===== src/design/rgb_linear_crossfade_core_assert.svh =====
// ---------------------------------------------------------------------------
// rgb linear crossfade core assertion macros
// concurrent check helpers shared by the crossfade rtl
// ---------------------------------------------------------------------------
`ifndef RGB_LINEAR_CROSSFADE_CORE_ASSERT_SVH
`define RGB_LINEAR_CROSSFADE_CORE_ASSERT_SVH

// same-cycle implication
`define RLC_ASSERT_IMPLY(label, clk, rst, ante, cons, msg) \
   label: assert property (@(posedge clk) disable iff (rst) (ante) |-> (cons)) \
      else $error(msg);

// next-cycle implication
`define RLC_ASSERT_NEXT(label, clk, rst, ante, cons, msg) \
   label: assert property (@(posedge clk) disable iff (rst) (ante) |=> (cons)) \
      else $error(msg);

`endif


===== src/design/rlc_pkg.sv =====
`timescale 1ns / 1ps
`default_nettype none
// ---------------------------------------------------------------------------
// rlc_pkg
// shared widths, codes and types of the rgb linear crossfade core
// ---------------------------------------------------------------------------
package rlc_pkg;

   localparam int COLOR_W    = 8;
   localparam int STEPS_W    = 8;
   localparam int TIME_W     = 16;
   localparam int IDX_W      = 9;
   localparam int DELTA_W    = 9;
   localparam int ELAPSED_W  = 17;
   localparam int DIV_W      = 17;
   localparam int CNT_W      = $clog2(DIV_W + 1);
   localparam int CSR_IDX_W  = 1;
   localparam int CSR_DATA_W = 16;
   localparam int NUM_CH     = 3;
   localparam int CH_W       = 2;

   localparam logic [STEPS_W-1:0]   NUM_STEPS_RESET = 8'd30;
   localparam logic [TIME_W-1:0]    TIME_RESET      = 16'd500;
   localparam logic [ELAPSED_W-1:0] ELAPSED_MAX     = 17'h1FFFF;

   // register indexes
   localparam logic [CSR_IDX_W-1:0] CSR_NUM_STEPS       = 1'b0;
   localparam logic [CSR_IDX_W-1:0] CSR_TRANSITION_TIME = 1'b1;

   // word function codes
   localparam logic FUNC_SET  = 1'b0;
   localparam logic FUNC_TICK = 1'b1;

   typedef logic [COLOR_W-1:0]        color_type;
   typedef logic signed [DELTA_W-1:0] delta_type;

   typedef struct packed {
      logic                 start;
      logic [DIV_W-1:0]     dividend;
      logic [STEPS_W-1:0]   divisor;
   } div_cmd_type;

   typedef struct packed {
      logic                 done;
      logic [DIV_W-1:0]     quotient;
      logic [STEPS_W-1:0]   remainder;
   } div_sts_type;

endpackage
`default_nettype wire


===== src/design/rlc_div.sv =====
`timescale 1ns / 1ps
`default_nettype none
// ---------------------------------------------------------------------------
// rlc_div
// bit-serial restoring divider, one quotient bit per clock
// ---------------------------------------------------------------------------
module rlc_div (
   input  wire                  clock,
   input  wire                  reset,
   input  rlc_pkg::div_cmd_type cmd,
   output rlc_pkg::div_sts_type sts
);
   import rlc_pkg::*;

   logic                 busy_ff, busy_in;
   logic                 done_ff, done_in;
   logic [CNT_W-1:0]     cnt_ff, cnt_in;
   logic [DIV_W-1:0]     quo_ff, quo_in;
   logic [STEPS_W-1:0]   rem_ff, rem_in;
   logic [STEPS_W-1:0]   dvs_ff, dvs_in;

   logic [STEPS_W:0]     trial;
   logic [STEPS_W:0]     trial_sub;
   logic                 fits;

   // partial remainder shifted left with the next dividend bit
   assign trial     = {rem_ff, quo_ff[DIV_W-1]};
   assign trial_sub = trial - {1'b0, dvs_ff};
   assign fits      = (trial >= {1'b0, dvs_ff});

   always_comb begin
      busy_in = busy_ff;
      done_in = 1'b0;
      cnt_in  = cnt_ff;
      quo_in  = quo_ff;
      rem_in  = rem_ff;
      dvs_in  = dvs_ff;
      if (cmd.start) begin
         busy_in = 1'b1;
         cnt_in  = CNT_W'(DIV_W);
         quo_in  = cmd.dividend;
         rem_in  = '0;
         dvs_in  = cmd.divisor;
      end else if (busy_ff) begin
         quo_in = {quo_ff[DIV_W-2:0], fits};
         rem_in = fits ? trial_sub[STEPS_W-1:0] : trial[STEPS_W-1:0];
         cnt_in = cnt_ff - CNT_W'(1);
         if (cnt_ff == CNT_W'(1)) begin
            busy_in = 1'b0;
            done_in = 1'b1;
         end
      end
   end

   always_ff @(posedge clock) begin
      quo_ff <= quo_in;
      rem_ff <= rem_in;
      dvs_ff <= dvs_in;
      if (reset) begin
         busy_ff <= 1'b0;
         done_ff <= 1'b0;
         cnt_ff  <= '0;
      end else begin
         busy_ff <= busy_in;
         done_ff <= done_in;
         cnt_ff  <= cnt_in;
      end
   end

   assign sts.done      = done_ff;
   assign sts.quotient  = quo_ff;
   assign sts.remainder = rem_ff;

endmodule
`default_nettype wire


===== src/design/rlc_step.sv =====
`timescale 1ns / 1ps
`default_nettype none
// ---------------------------------------------------------------------------
// rlc_step
// one channel fade step: quotient plus a spread unit from the remainder
// ---------------------------------------------------------------------------
module rlc_step (
   input  rlc_pkg::color_type           color_cur,
   input  rlc_pkg::delta_type           quotient,
   input  rlc_pkg::delta_type           remainder,
   input  wire [rlc_pkg::STEPS_W-1:0]   mod_value,
   output rlc_pkg::color_type           color_next,
   output logic [rlc_pkg::STEPS_W-1:0]  rem_mag
);
   import rlc_pkg::*;

   delta_type   rem_neg;
   logic        extra_en;
   color_type   extra;

   assign rem_neg = -remainder;
   assign rem_mag = remainder[DELTA_W-1] ? rem_neg[STEPS_W-1:0] : remainder[STEPS_W-1:0];

   // (k*|r|) mod n below |r| means the running share crossed a whole unit
   assign extra_en = (mod_value < rem_mag);

   always_comb begin
      if (!extra_en) begin
         extra = '0;
      end else if (quotient[DELTA_W-1] || remainder[DELTA_W-1]) begin
         extra = '1;
      end else begin
         extra = COLOR_W'(1);
      end
   end

   assign color_next = color_cur + quotient[COLOR_W-1:0] + extra;

endmodule
`default_nettype wire


===== src/design/rgb_linear_crossfade_core.sv =====
`timescale 1ns / 1ps
`default_nettype none
// ---------------------------------------------------------------------------
// rgb_linear_crossfade_core
// fades a 24-bit rgb color toward a target in a set number of steps
// ---------------------------------------------------------------------------
// usage
//   req channel: one word per set-target command (func 0) or millisecond tick
//   (func 1); a word is taken when req_valid is high and req_stall is low
//   rsp channel: current color and fading flag after a jump or a fade step
//   csr port: csr_wr_en writes num_steps (index 0) or transition time (index 1)
// division and sequencing
//   all division runs through one bit-serial divider of 17 bits
//   jump set (zero time): goes through the emit state to rsp_valid, no division
//   fade set: three channel divisions, no rsp word
//   tick while idle: no division; tick while fading: one division for the step
//   threshold, plus three channel step divisions when a step fires
//   one word is in flight at a time; req_stall is high while it is worked on
// reset
//   synchronous; color, fade state, elapsed counter and registers return to
//   black, not fading, 30 steps and 500 ms; no rsp word is pending
// stall
//   a pending rsp word holds while rsp_stall is high; a new word is still
//   accepted, and a result that needs the output register waits for it
// ---------------------------------------------------------------------------
`include "rgb_linear_crossfade_core_assert.svh"

module rgb_linear_crossfade_core (
   input  wire                              clock,
   input  wire                              reset,
   // request channel
   input  wire                              req_valid,
   output logic                             req_stall,
   input  wire                              req_func,
   input  wire [rlc_pkg::COLOR_W-1:0]       req_red_in,
   input  wire [rlc_pkg::COLOR_W-1:0]       req_green_in,
   input  wire [rlc_pkg::COLOR_W-1:0]       req_blue_in,
   // response channel
   output logic                             rsp_valid,
   input  wire                              rsp_stall,
   output logic [rlc_pkg::COLOR_W-1:0]      rsp_red_out,
   output logic [rlc_pkg::COLOR_W-1:0]      rsp_green_out,
   output logic [rlc_pkg::COLOR_W-1:0]      rsp_blue_out,
   output logic                             rsp_fading,
   // register write port
   input  wire                              csr_wr_en,
   input  wire [rlc_pkg::CSR_IDX_W-1:0]     csr_index,
   input  wire [rlc_pkg::CSR_DATA_W-1:0]    csr_wdata
);
   import rlc_pkg::*;

   typedef enum logic [2:0] {
      S_IDLE,
      S_SET_LOAD,
      S_SET_WAIT,
      S_THR_WAIT,
      S_STEP_LOAD,
      S_STEP_WAIT,
      S_EMIT
   } state_type;

   state_type              state_ff, state_in;
   logic [CH_W-1:0]        ch_ff, ch_in;

   // fade state
   color_type              color_ff [NUM_CH];
   color_type              color_in [NUM_CH];
   delta_type              quo_ff [NUM_CH];
   delta_type              quo_in [NUM_CH];
   delta_type              rem_ff [NUM_CH];
   delta_type              rem_in [NUM_CH];
   color_type              tgt_ff [NUM_CH];
   color_type              tgt_in [NUM_CH];
   logic [IDX_W-1:0]       step_idx_ff, step_idx_in;
   logic                   in_fade_ff, in_fade_in;
   logic [ELAPSED_W-1:0]   elapsed_ff, elapsed_in;

   // registers
   logic [STEPS_W-1:0]     num_steps_ff, num_steps_in;
   logic [TIME_W-1:0]      ttime_ff, ttime_in;

   // divider command and output word
   div_cmd_type            div_cmd_ff, div_cmd_in;
   div_sts_type            div_sts;
   logic                   rsp_valid_ff, rsp_valid_in;
   color_type              rsp_red_ff, rsp_red_in;
   color_type              rsp_green_ff, rsp_green_in;
   color_type              rsp_blue_ff, rsp_blue_in;
   logic                   rsp_fading_ff, rsp_fading_in;

   logic [STEPS_W-1:0]     n_eff;
   logic                   req_take;
   logic                   rsp_free;

   // set path: signed channel difference as sign and magnitude
   logic [DELTA_W-1:0]     set_diff;
   logic [DELTA_W-1:0]     set_diff_neg;
   logic                   set_neg;
   logic [COLOR_W-1:0]     set_mag;
   logic [DELTA_W-1:0]     set_q_mag;
   logic [DELTA_W-1:0]     set_r_mag;

   // step path
   color_type              step_color;
   logic [STEPS_W-1:0]     step_rem_mag;
   logic [DIV_W-1:0]       step_prod;
   logic [IDX_W-1:0]       step_idx_nxt;

   // a step count of zero behaves as one
   assign n_eff = (num_steps_ff == '0) ? STEPS_W'(1) : num_steps_ff;

   assign req_stall = (state_ff != S_IDLE);
   assign req_take  = req_valid && !req_stall;
   assign rsp_free  = !rsp_valid_ff || !rsp_stall;

   assign set_diff     = {1'b0, tgt_ff[ch_ff]} - {1'b0, color_ff[ch_ff]};
   assign set_diff_neg = -set_diff;
   assign set_neg      = set_diff[DELTA_W-1];
   assign set_mag      = set_neg ? set_diff_neg[COLOR_W-1:0] : set_diff[COLOR_W-1:0];
   assign set_q_mag    = {1'b0, div_sts.quotient[COLOR_W-1:0]};
   assign set_r_mag    = {1'b0, div_sts.remainder};

   // k * |r| feeds the remainder test of the spread term
   assign step_prod    = DIV_W'(step_idx_ff) * DIV_W'(step_rem_mag);
   assign step_idx_nxt = step_idx_ff + IDX_W'(1);

   rlc_div u_div (
      .clock (clock),
      .reset (reset),
      .cmd   (div_cmd_ff),
      .sts   (div_sts)
   );

   rlc_step u_step (
      .color_cur  (color_ff[ch_ff]),
      .quotient   (quo_ff[ch_ff]),
      .remainder  (rem_ff[ch_ff]),
      .mod_value  (div_sts.remainder),
      .color_next (step_color),
      .rem_mag    (step_rem_mag)
   );

   always_comb begin
      state_in      = state_ff;
      ch_in         = ch_ff;
      color_in      = color_ff;
      quo_in        = quo_ff;
      rem_in        = rem_ff;
      tgt_in        = tgt_ff;
      step_idx_in   = step_idx_ff;
      in_fade_in    = in_fade_ff;
      elapsed_in    = elapsed_ff;
      num_steps_in  = num_steps_ff;
      ttime_in      = ttime_ff;
      div_cmd_in    = div_cmd_ff;
      div_cmd_in.start = 1'b0;
      rsp_valid_in  = rsp_valid_ff && rsp_stall;
      rsp_red_in    = rsp_red_ff;
      rsp_green_in  = rsp_green_ff;
      rsp_blue_in   = rsp_blue_ff;
      rsp_fading_in = rsp_fading_ff;

      // register writes are for the user to make only while no word is in flight; the block does not enforce it
      if (csr_wr_en) begin
         unique case (csr_index)
            CSR_NUM_STEPS:       num_steps_in = csr_wdata[STEPS_W-1:0];
            CSR_TRANSITION_TIME: ttime_in     = csr_wdata[TIME_W-1:0];
            default: ;
         endcase
      end

      unique case (state_ff)
         S_IDLE: begin
            if (req_take) begin
               if (req_func == FUNC_SET) begin
                  tgt_in[0] = req_red_in;
                  tgt_in[1] = req_green_in;
                  tgt_in[2] = req_blue_in;
                  if (ttime_ff == '0) begin
                     // jump straight to the target, ends any fade
                     color_in[0] = req_red_in;
                     color_in[1] = req_green_in;
                     color_in[2] = req_blue_in;
                     in_fade_in  = 1'b0;
                     state_in    = S_EMIT;
                  end else begin
                     ch_in    = '0;
                     state_in = S_SET_LOAD;
                  end
               end else begin
                  // elapsed counts on every tick, saturating
                  if (elapsed_ff != ELAPSED_MAX) begin
                     elapsed_in = elapsed_ff + ELAPSED_W'(1);
                  end
                  if (in_fade_ff) begin
                     div_cmd_in.start    = 1'b1;
                     div_cmd_in.dividend = DIV_W'(ttime_ff);
                     div_cmd_in.divisor  = n_eff;
                     state_in            = S_THR_WAIT;
                  end
               end
            end
         end
         S_SET_LOAD: begin
            div_cmd_in.start    = 1'b1;
            div_cmd_in.dividend = DIV_W'(set_mag);
            div_cmd_in.divisor  = n_eff;
            state_in            = S_SET_WAIT;
         end
         S_SET_WAIT: begin
            if (div_sts.done) begin
               // truncating division: quotient and remainder take the sign
               quo_in[ch_ff] = set_neg ? delta_type'(-set_q_mag) : delta_type'(set_q_mag);
               rem_in[ch_ff] = set_neg ? delta_type'(-set_r_mag) : delta_type'(set_r_mag);
               if (ch_ff == CH_W'(NUM_CH - 1)) begin
                  step_idx_in = IDX_W'(1);
                  in_fade_in  = 1'b1;
                  state_in    = S_IDLE;
               end else begin
                  ch_in    = ch_ff + CH_W'(1);
                  state_in = S_SET_LOAD;
               end
            end
         end
         S_THR_WAIT: begin
            if (div_sts.done) begin
               if (elapsed_ff > div_sts.quotient) begin
                  elapsed_in = '0;
                  ch_in      = '0;
                  state_in   = S_STEP_LOAD;
               end else begin
                  // live step count may have dropped under the index
                  if (step_idx_ff > IDX_W'(n_eff)) begin
                     in_fade_in = 1'b0;
                  end
                  state_in = S_IDLE;
               end
            end
         end
         S_STEP_LOAD: begin
            div_cmd_in.start    = 1'b1;
            div_cmd_in.dividend = step_prod;
            div_cmd_in.divisor  = n_eff;
            state_in            = S_STEP_WAIT;
         end
         S_STEP_WAIT: begin
            if (div_sts.done) begin
               color_in[ch_ff] = step_color;
               if (ch_ff == CH_W'(NUM_CH - 1)) begin
                  step_idx_in = step_idx_nxt;
                  in_fade_in  = !(step_idx_nxt > IDX_W'(n_eff));
                  state_in    = S_EMIT;
               end else begin
                  ch_in    = ch_ff + CH_W'(1);
                  state_in = S_STEP_LOAD;
               end
            end
         end
         S_EMIT: begin
            // wait for the output register to drain
            if (rsp_free) begin
               rsp_valid_in  = 1'b1;
               rsp_red_in    = color_ff[0];
               rsp_green_in  = color_ff[1];
               rsp_blue_in   = color_ff[2];
               rsp_fading_in = in_fade_ff;
               state_in      = S_IDLE;
            end
         end
         default: state_in = S_IDLE;
      endcase
   end

   always_ff @(posedge clock) begin
      tgt_ff        <= tgt_in;
      rsp_red_ff    <= rsp_red_in;
      rsp_green_ff  <= rsp_green_in;
      rsp_blue_ff   <= rsp_blue_in;
      rsp_fading_ff <= rsp_fading_in;
      if (reset) begin
         state_ff     <= S_IDLE;
         ch_ff        <= '0;
         for (int i = 0; i < NUM_CH; i++) begin
            color_ff[i] <= '0;
            quo_ff[i]   <= '0;
            rem_ff[i]   <= '0;
         end
         step_idx_ff  <= '0;
         in_fade_ff   <= 1'b0;
         elapsed_ff   <= '0;
         num_steps_ff <= NUM_STEPS_RESET;
         ttime_ff     <= TIME_RESET;
         div_cmd_ff   <= '0;
         rsp_valid_ff <= 1'b0;
      end else begin
         state_ff     <= state_in;
         ch_ff        <= ch_in;
         color_ff     <= color_in;
         quo_ff       <= quo_in;
         rem_ff       <= rem_in;
         step_idx_ff  <= step_idx_in;
         in_fade_ff   <= in_fade_in;
         elapsed_ff   <= elapsed_in;
         num_steps_ff <= num_steps_in;
         ttime_ff     <= ttime_in;
         div_cmd_ff   <= div_cmd_in;
         rsp_valid_ff <= rsp_valid_in;
      end
   end

   assign rsp_valid     = rsp_valid_ff;
   assign rsp_red_out   = rsp_red_ff;
   assign rsp_green_out = rsp_green_ff;
   assign rsp_blue_out  = rsp_blue_ff;
   assign rsp_fading    = rsp_fading_ff;

   // divider results only come back while the sequencer waits for one
   `RLC_ASSERT_IMPLY(a_div_done_waiting, clock, reset, div_sts.done, (state_ff == S_SET_WAIT) || (state_ff == S_THR_WAIT) || (state_ff == S_STEP_WAIT), "divider done outside a wait state")

   // a zero-time set goes straight to the output word
   `RLC_ASSERT_NEXT(a_jump_emits, clock, reset, req_take && (req_func == FUNC_SET) && (ttime_ff == '0), state_ff == S_EMIT, "jump set did not go to emit")

   // an active fade always has a one-based step index
   `RLC_ASSERT_IMPLY(a_fade_index, clock, reset, in_fade_ff, step_idx_ff != '0, "fade active with zero step index")

endmodule
`default_nettype wire

===== config.mk =====
export PLATFORM = sky130hd
export DESIGN_NAME = rgb_linear_crossfade_core
export DESIGN_NICKNAME = d
export VERILOG_FILES = /design/src/design/rlc_pkg.sv /design/src/design/rlc_div.sv /design/src/design/rlc_step.sv /design/src/design/rgb_linear_crossfade_core.sv
export VERILOG_INCLUDE_DIRS = /design/src /design/src/design
export SDC_FILE = /design/constraint.sdc
export NUM_CORES = 1
export LEC_CHECK = 0
export ABC_AREA = 1
export ABC_CLOCK_PERIOD_IN_PS = 6500
export BUFFER_PORTS_ARGS = -buffer_cell sky130_fd_sc_hd__buf_2
export CORE_ASPECT_RATIO = 1.5
export CORE_MARGIN = 1
export CORE_UTILIZATION = 55
export DETAILED_ROUTE_END_ITERATION = 8
export PLACE_DENSITY = 0.69
export SLEW_MARGIN = 0
export SYNTH_ARGS = -nofsm -noshare
export SYNTH_HDL_FRONTEND = slang
export SYNTH_HIERARCHICAL = 1
export SYNTH_SLANG_ARGS = --single-unit

===== constraint.sdc =====
create_clock -name clock -period 6.5 [get_ports clock]
set_input_delay 1.3 -clock clock [delete_from_list [all_inputs] [get_ports clock]]
set_output_delay 1.3 -clock clock [all_outputs]
set_load 0.005 [all_outputs]

==> results of run 1 <==
[worst max path at each step]
| stage | startpoint | endpoint |
|---|---|---|
| 4_1_cts | ch_ff[0]$_SDFFE_PP0P_ | div_cmd_ff[22]$_SDFFE_PP0P_ |
| 3_5_place_dp | ch_ff[0]$_SDFFE_PP0P_ | div_cmd_ff[22]$_SDFFE_PP0P_ |
| 3_3_place_gp | ch_ff[0]$_SDFFE_PP0P_ | div_cmd_ff[22]$_SDFFE_PP0P_ |
| 5_1_grt | ch_ff[0]$_SDFFE_PP0P_ | div_cmd_ff[22]$_SDFFE_PP0P_ |
| 6_report | ch_ff[0]$_SDFFE_PP0P_ | div_cmd_ff[22]$_SDFFE_PP0P_ |
| 2_1_floorplan | ch_ff[0]$_SDFFE_PP0P_ | div_cmd_ff[16]$_SDFFE_PP0P_ |
[metrics by stage]
step	hold slack, ns	power [mW]	worst slack (ns)	utilization	setup TNS [ns]
floorplan	0.4082	4.436	0.8003	-	0
detailed placement	0.4153	5.400	0.4646	0.5825	0
global route	0.4415	7.390	-0.003241	0.6108	-0.003241
finish	0.4228	6.886	0.4782	0.6108	0
global placement	0.4128	5.333	0.6238	0.5825	0
CTS	0.4281	6.872	0.4508	0.6101	0
[cell type report]
type	instances	area, um2
sequential	250	5746
multi-input combinational	1478	8960
fill	2834	11510
clock buffer	28	656.9
clock inverter	18	158.9
inverter	407	1535
tap	395	494.2
timing repair buffer	93	515.5
[sequential cells by signal, indices dropped and copies added, names as in the netlist, 9 cells and up]
| signal | flops |
|---|---|
| color_ff | 24 |
| div_cmd_ff | 26 |
| elapsed_ff | 17 |
| quo_ff | 27 |
| rem_ff | 27 |
| step_idx_ff | 9 |
| tgt_ff | 24 |
| ttime_ff | 16 |
| u_div/quo_ff | 17 |
[synth_stat cells (all sizes together) (9+ instances only)]
library cell	instances
a211oi	9
a21oi	187
a31oi	10
buf	28
clkbuf	57
dfxtp	176
edfxtp	74
fa	52
ha	111
inv	403
nand2	483
nand3	100
nand3b	11
nand4	21
nor2	154
nor3	16
o211ai	12
o21a	12
o21ai	210
o21bai	16
xor2	42
[report_power, final]
| group | leakage [nW] | switching [mW] | total, mW | internal, mW |
|---|---|---|---|---|
| clock | 0.396 | 0.640 | 1.45 | 0.811 |
| sequential | 2.11 | 0.179 | 2.10 | 1.92 |
| combinational | 6.43 | 2.35 | 3.34 | 0.992 |
[per-layer routing]
| layer | wire length [um] | GRT usage | vias up |
|---|---|---|---|
| met2 | 23530 | 0.5587 | 350 |
| met3 | 1760 | 0.03238 | 122 |
| li1 | - | - | 7177 |
| met4 | 2338 | 0.1656 | 0 |
| met5 | 0 | 0 | - |
| met1 | 16940 | 0.3286 | 6727 |
[cells by family (layout without fill, tap and decap cells)]
| group | Yosys count | count (layout) | share of synthesized area |
|---|---|---|---|
| simple gates | 795 | 795 | 0.2057 |
| xor+xnor | 49 | 49 | 0.02678 |
| flops | 250 | 250 | 0.3464 |
| buf+inv | 492 | 546 | 0.1151 |
| compound gates | 471 | 471 | 0.1595 |
| fa+ha+maj | 163 | 163 | 0.1465 |
==> reports/metrics.cfg, run 1 <==
[die]
die_x_um=143.8
rows=77
die_h_um=214.7
io_pins=74
design.core.area_um2=29580
start_util=0.5608
dieArea_um2=30870

[final_layout]
fin_cells=2669
final_area_um2=18070
area_growth_pct=8.924
nets=2465
final_cell_mix=nand2_1 (471), inv_1 (383), o21ai_0 (188)
mostFrequentLayoutCell=nand2_1
antennaDiodeCount=0
drive_gt1_frac=0.09543

[timing]
worst_pin_slew_ns=1.175
fmax_ghz=0.1661
final-max-slew-violation-count=0
min_period_ns=6.022
finalSetupViolCount=0
min_period_over_period=0.9264
hold_viol_final=0
maxSlewHeadroom=0.2160
clock_skew_ns=0.02741

[yosys]
yosysTopAreaCellShare=0.2124
yosysTopAreaCell=dfxtp_1
synthCells=2220
ys.flop_type=dfxtp_1
ys_seq_area_frac=0.3464
async_flop_share=0
syn-mean-instance-area_um2=7.471
synth_area_leaders=dfxtp_1 (21%), edfxtp_1 (13%), nand2_1 (11%)
synth_area_um2=16590
synth_seq_cells=250
ys_types=58
syn_nets=2430
yosysWarnings=6
synth_edf_count=74

[run]
cap_violations=0

[global_routing]
grt_pass1_wl_um=72530
grt_pass1_vias=14300
antenna_found_initial=0
overflow=0
grtUsageTotal=0.3018
grt_max_degree=59

[clocking]
cts.repair.resized=0
clockBufferDepth=3
post-cts-setup-buffer-count=0
cts_buffers=25
worstSkewPairLatency_ns=0.56
path_clk_slew_ns=0.07
cts_max_level=1
holdBufCountCts=0
cts_root_buf=clkbuf_16
cts_tree=done
cts.sinks=250

[detailed_routing]
wl_um=44570
dr.pass1.iters=5
drcViolationCount=0
first_iter_violations=906
avgRoutedWirePerCell_um=16.70
vias=14380
vias_per_cell=5.386
ant_nets=0

[power]
power.density_nw_per_um2=381.2
max-vdd-ir-drop_v=0.0002985
leakagePower_nw=8.938

[setup_path]
cpMostUsedCell=inv_1
reg2regPathDepth=26
end_kind=flip-flop
critPathRequiredTime_ns=6.91
cp_num_cells=26
cp-start-kind=flip-flop
critical-path-max-stage-delay_ns=0.56
ff2ff_setup_slack_ns=0.48
r2r_start=ch_ff[0]$_SDFFE_PP0P_
path_buf_inv=7
crit_family=adder cells
cp_slowest_cell=fa_1
cp_max_fo=16
cp.arrival_ns=6.43
timing.rr.end=div_cmd_ff[22]$_SDFFE_PP0P_
path_class=reg -> reg

[hold_path]
holdPathEnd=u_div/dvs_ff[4]$_DFFE_PP_
whs_path_depth=0
hold_path_class=reg -> reg
hold_start=div_cmd_ff[4]$_SDFFE_PP0P_

[placement]
place_hpwl_um=34290
placed_cell_area_um2=17230
placed_cells=2623
place.gp.congestion=0.9712
numPortBuffers=73

[status]
outcome=finished, final reports clean

(Power assumes the default switching activity.)
==> run 2, diff against run 1 <==
CORE_UTILIZATION = 40   (was 55)
PLACE_DENSITY = 0.53   (was 0.69)
==> reports/metrics.cfg, run 2 (same netlist as run 1, synthesis figures left out) <==
[setup_path]
cpMostUsedCell=inv_1
cp.arrival_ns=6.37
end_kind=flip-flop
cp_max_fo=17
critPathRequiredTime_ns=7.01
path_class=reg -> reg
cp_slowest_cell=fa_1
cp-start-kind=flip-flop
critical-path-max-stage-delay_ns=0.56

[detailed_routing]
ant_nets=0
vias_per_cell=5.059
avgRoutedWirePerCell_um=16.63
drcViolationCount=2
dr.pass1.iters=7
wl_um=46420
first_iter_violations=680
vias=14130

[global_routing]
grt_max_degree=51
antenna_found_initial=0
grt_pass1_vias=14030
grtUsageTotal=0.2255
overflow=0
grt_pass1_wl_um=75130

[final_layout]
area_growth_pct=10.06
final_util=0.4454
fin_cells=2792
num-fill-cells=4245
final_cell_mix=nand2_1 (471), inv_1 (383), o21ai_0 (188)
reg_top3=quo_ff (27), rem_ff (27), div_cmd_ff (26)
mostFrequentLayoutCell=nand2_1
nets=2470
antennaDiodeCount=0
drive_gt1_frac=0.09645

[die]
rows=91
io_pins=74
die_h_um=251.4
design.core.area_um2=40990
dieArea_um2=42300
die_x_um=168.3
start_util=0.4046

[clocking]
clockBufferDepth=3
path_clk_slew_ns=0.06
worstSkewPairLatency_ns=0.59
cts_max_level=1
cts.sinks=250
cts_buffers=27
cts_root_buf=clkbuf_16
cts_tree=done

[run]
cap_violations=0

[timing]
clock_skew_ns=0.04673
hold_viol_final=0
min_period_over_period=0.9021
setup_tns_ns=0
final-max-slew-violation-count=0
finalSetupViolCount=0
fmax_ghz=0.1705
worst_pin_slew_ns=0.9132
maxSlewHeadroom=0.3912
grt_setup_unrepaired=false
min_period_ns=5.864

[power]
max-vdd-ir-drop_v=0.0002245
power.density_nw_per_um2=378.9
leakagePower_nw=8.968

[hold_path]
hold_path_class=reg -> reg

[status]
outcome=finished, violations left
violations=design-rule violations

[placement]
place_hpwl_um=35980
place.gp.congestion=0.8757
numPortBuffers=73
placed_cells=2742

run 2: timing repair:
item	4_1_cts	5_1_grt
gates resized for setup	0	2
setup endpoints to repair	0	4
hold buffers	0	0
endpoints found under the hold margin	0	0
buffers inserted	0	0
run 2: layout make-up:
type	instances	area (um2)	area share
multi-input cells	1478	8960	0.4908
flip-flops and latches	250	5746	0.3147
inverters	407	1535	0.08410
clock inverters	13	83.83	0.004592
well taps	511	639.4	0.03502
repair buffers	96	538.0	0.02947
clock buffers	37	753.2	0.04126
run 2: path summary, 6_finish.rpt:
check / depth (start not counted) / to / from / slack [ns]
worst max-delay path: 26 / div_cmd_ff[22]$_SDFFE_PP0P_ / ch_ff[0]$_SDFFE_PP0P_ / 0.64
worst min-delay path: 0 / u_div/dvs_ff[4]$_DFFE_PP_ / div_cmd_ff[4]$_SDFFE_PP0P_ / 0.43
worst max register to register: 26 / div_cmd_ff[22]$_SDFFE_PP0P_ / ch_ff[0]$_SDFFE_PP0P_ / 0.64
worst min register to register: 0 / u_div/dvs_ff[4]$_DFFE_PP_ / div_cmd_ff[4]$_SDFFE_PP0P_ / 0.43
run 2: worst max-delay path, delay by kind of cell (launching register included):
family / cells / cell delay, ns
AND/OR/NAND/NOR: 4 / 0.44
AO/OA/AOI/OAI: 8 / 1.35
flip-flops: 1 / 0.34
adder cells (fa/ha/maj): 6 / 2.64
XOR/XNOR: 1 / 0.36
buffers and inverters: 7 / 0.71
run 2: report_power, final:
part	total, mW	switching, mW	internal, mW	leakage [nW]
clock	1.50	0.680	0.816	0.412
sequential	2.10	0.181	1.92	2.11
combinational	3.32	2.31	1.01	6.44
run 2: layer usage:
| metal | track usage | share of wire | routed length [um] | vias to the layer above |
|---|---|---|---|---|
| li1 | - | - | - | 7188 |
| met1 | 0.2497 | 0.40 | 18580 | 6590 |
| met4 | 0.08442 | 0.034 | 1577 | 0 |
| met3 | 0.02141 | 0.032 | 1500 | 68 |
| met2 | 0.4376 | 0.53 | 24770 | 279 |
| met5 | 0 | 0 | 0 | - |
run 2: through the flow:
stage	hold WS (ns)	power, mW	cell area (um2)	worst slack, ns
2_1_floorplan	0.4082	4.436	16590	0.8003
3_3_place_gp	0.4136	5.415	17400	0.5850
3_5_place_dp	0.4155	5.452	17400	0.5268
4_1_cts	0.4274	6.971	18230	0.5272
5_1_grt	0.4341	7.473	18260	0.01127
6_report	0.4285	6.917	18260	0.6361
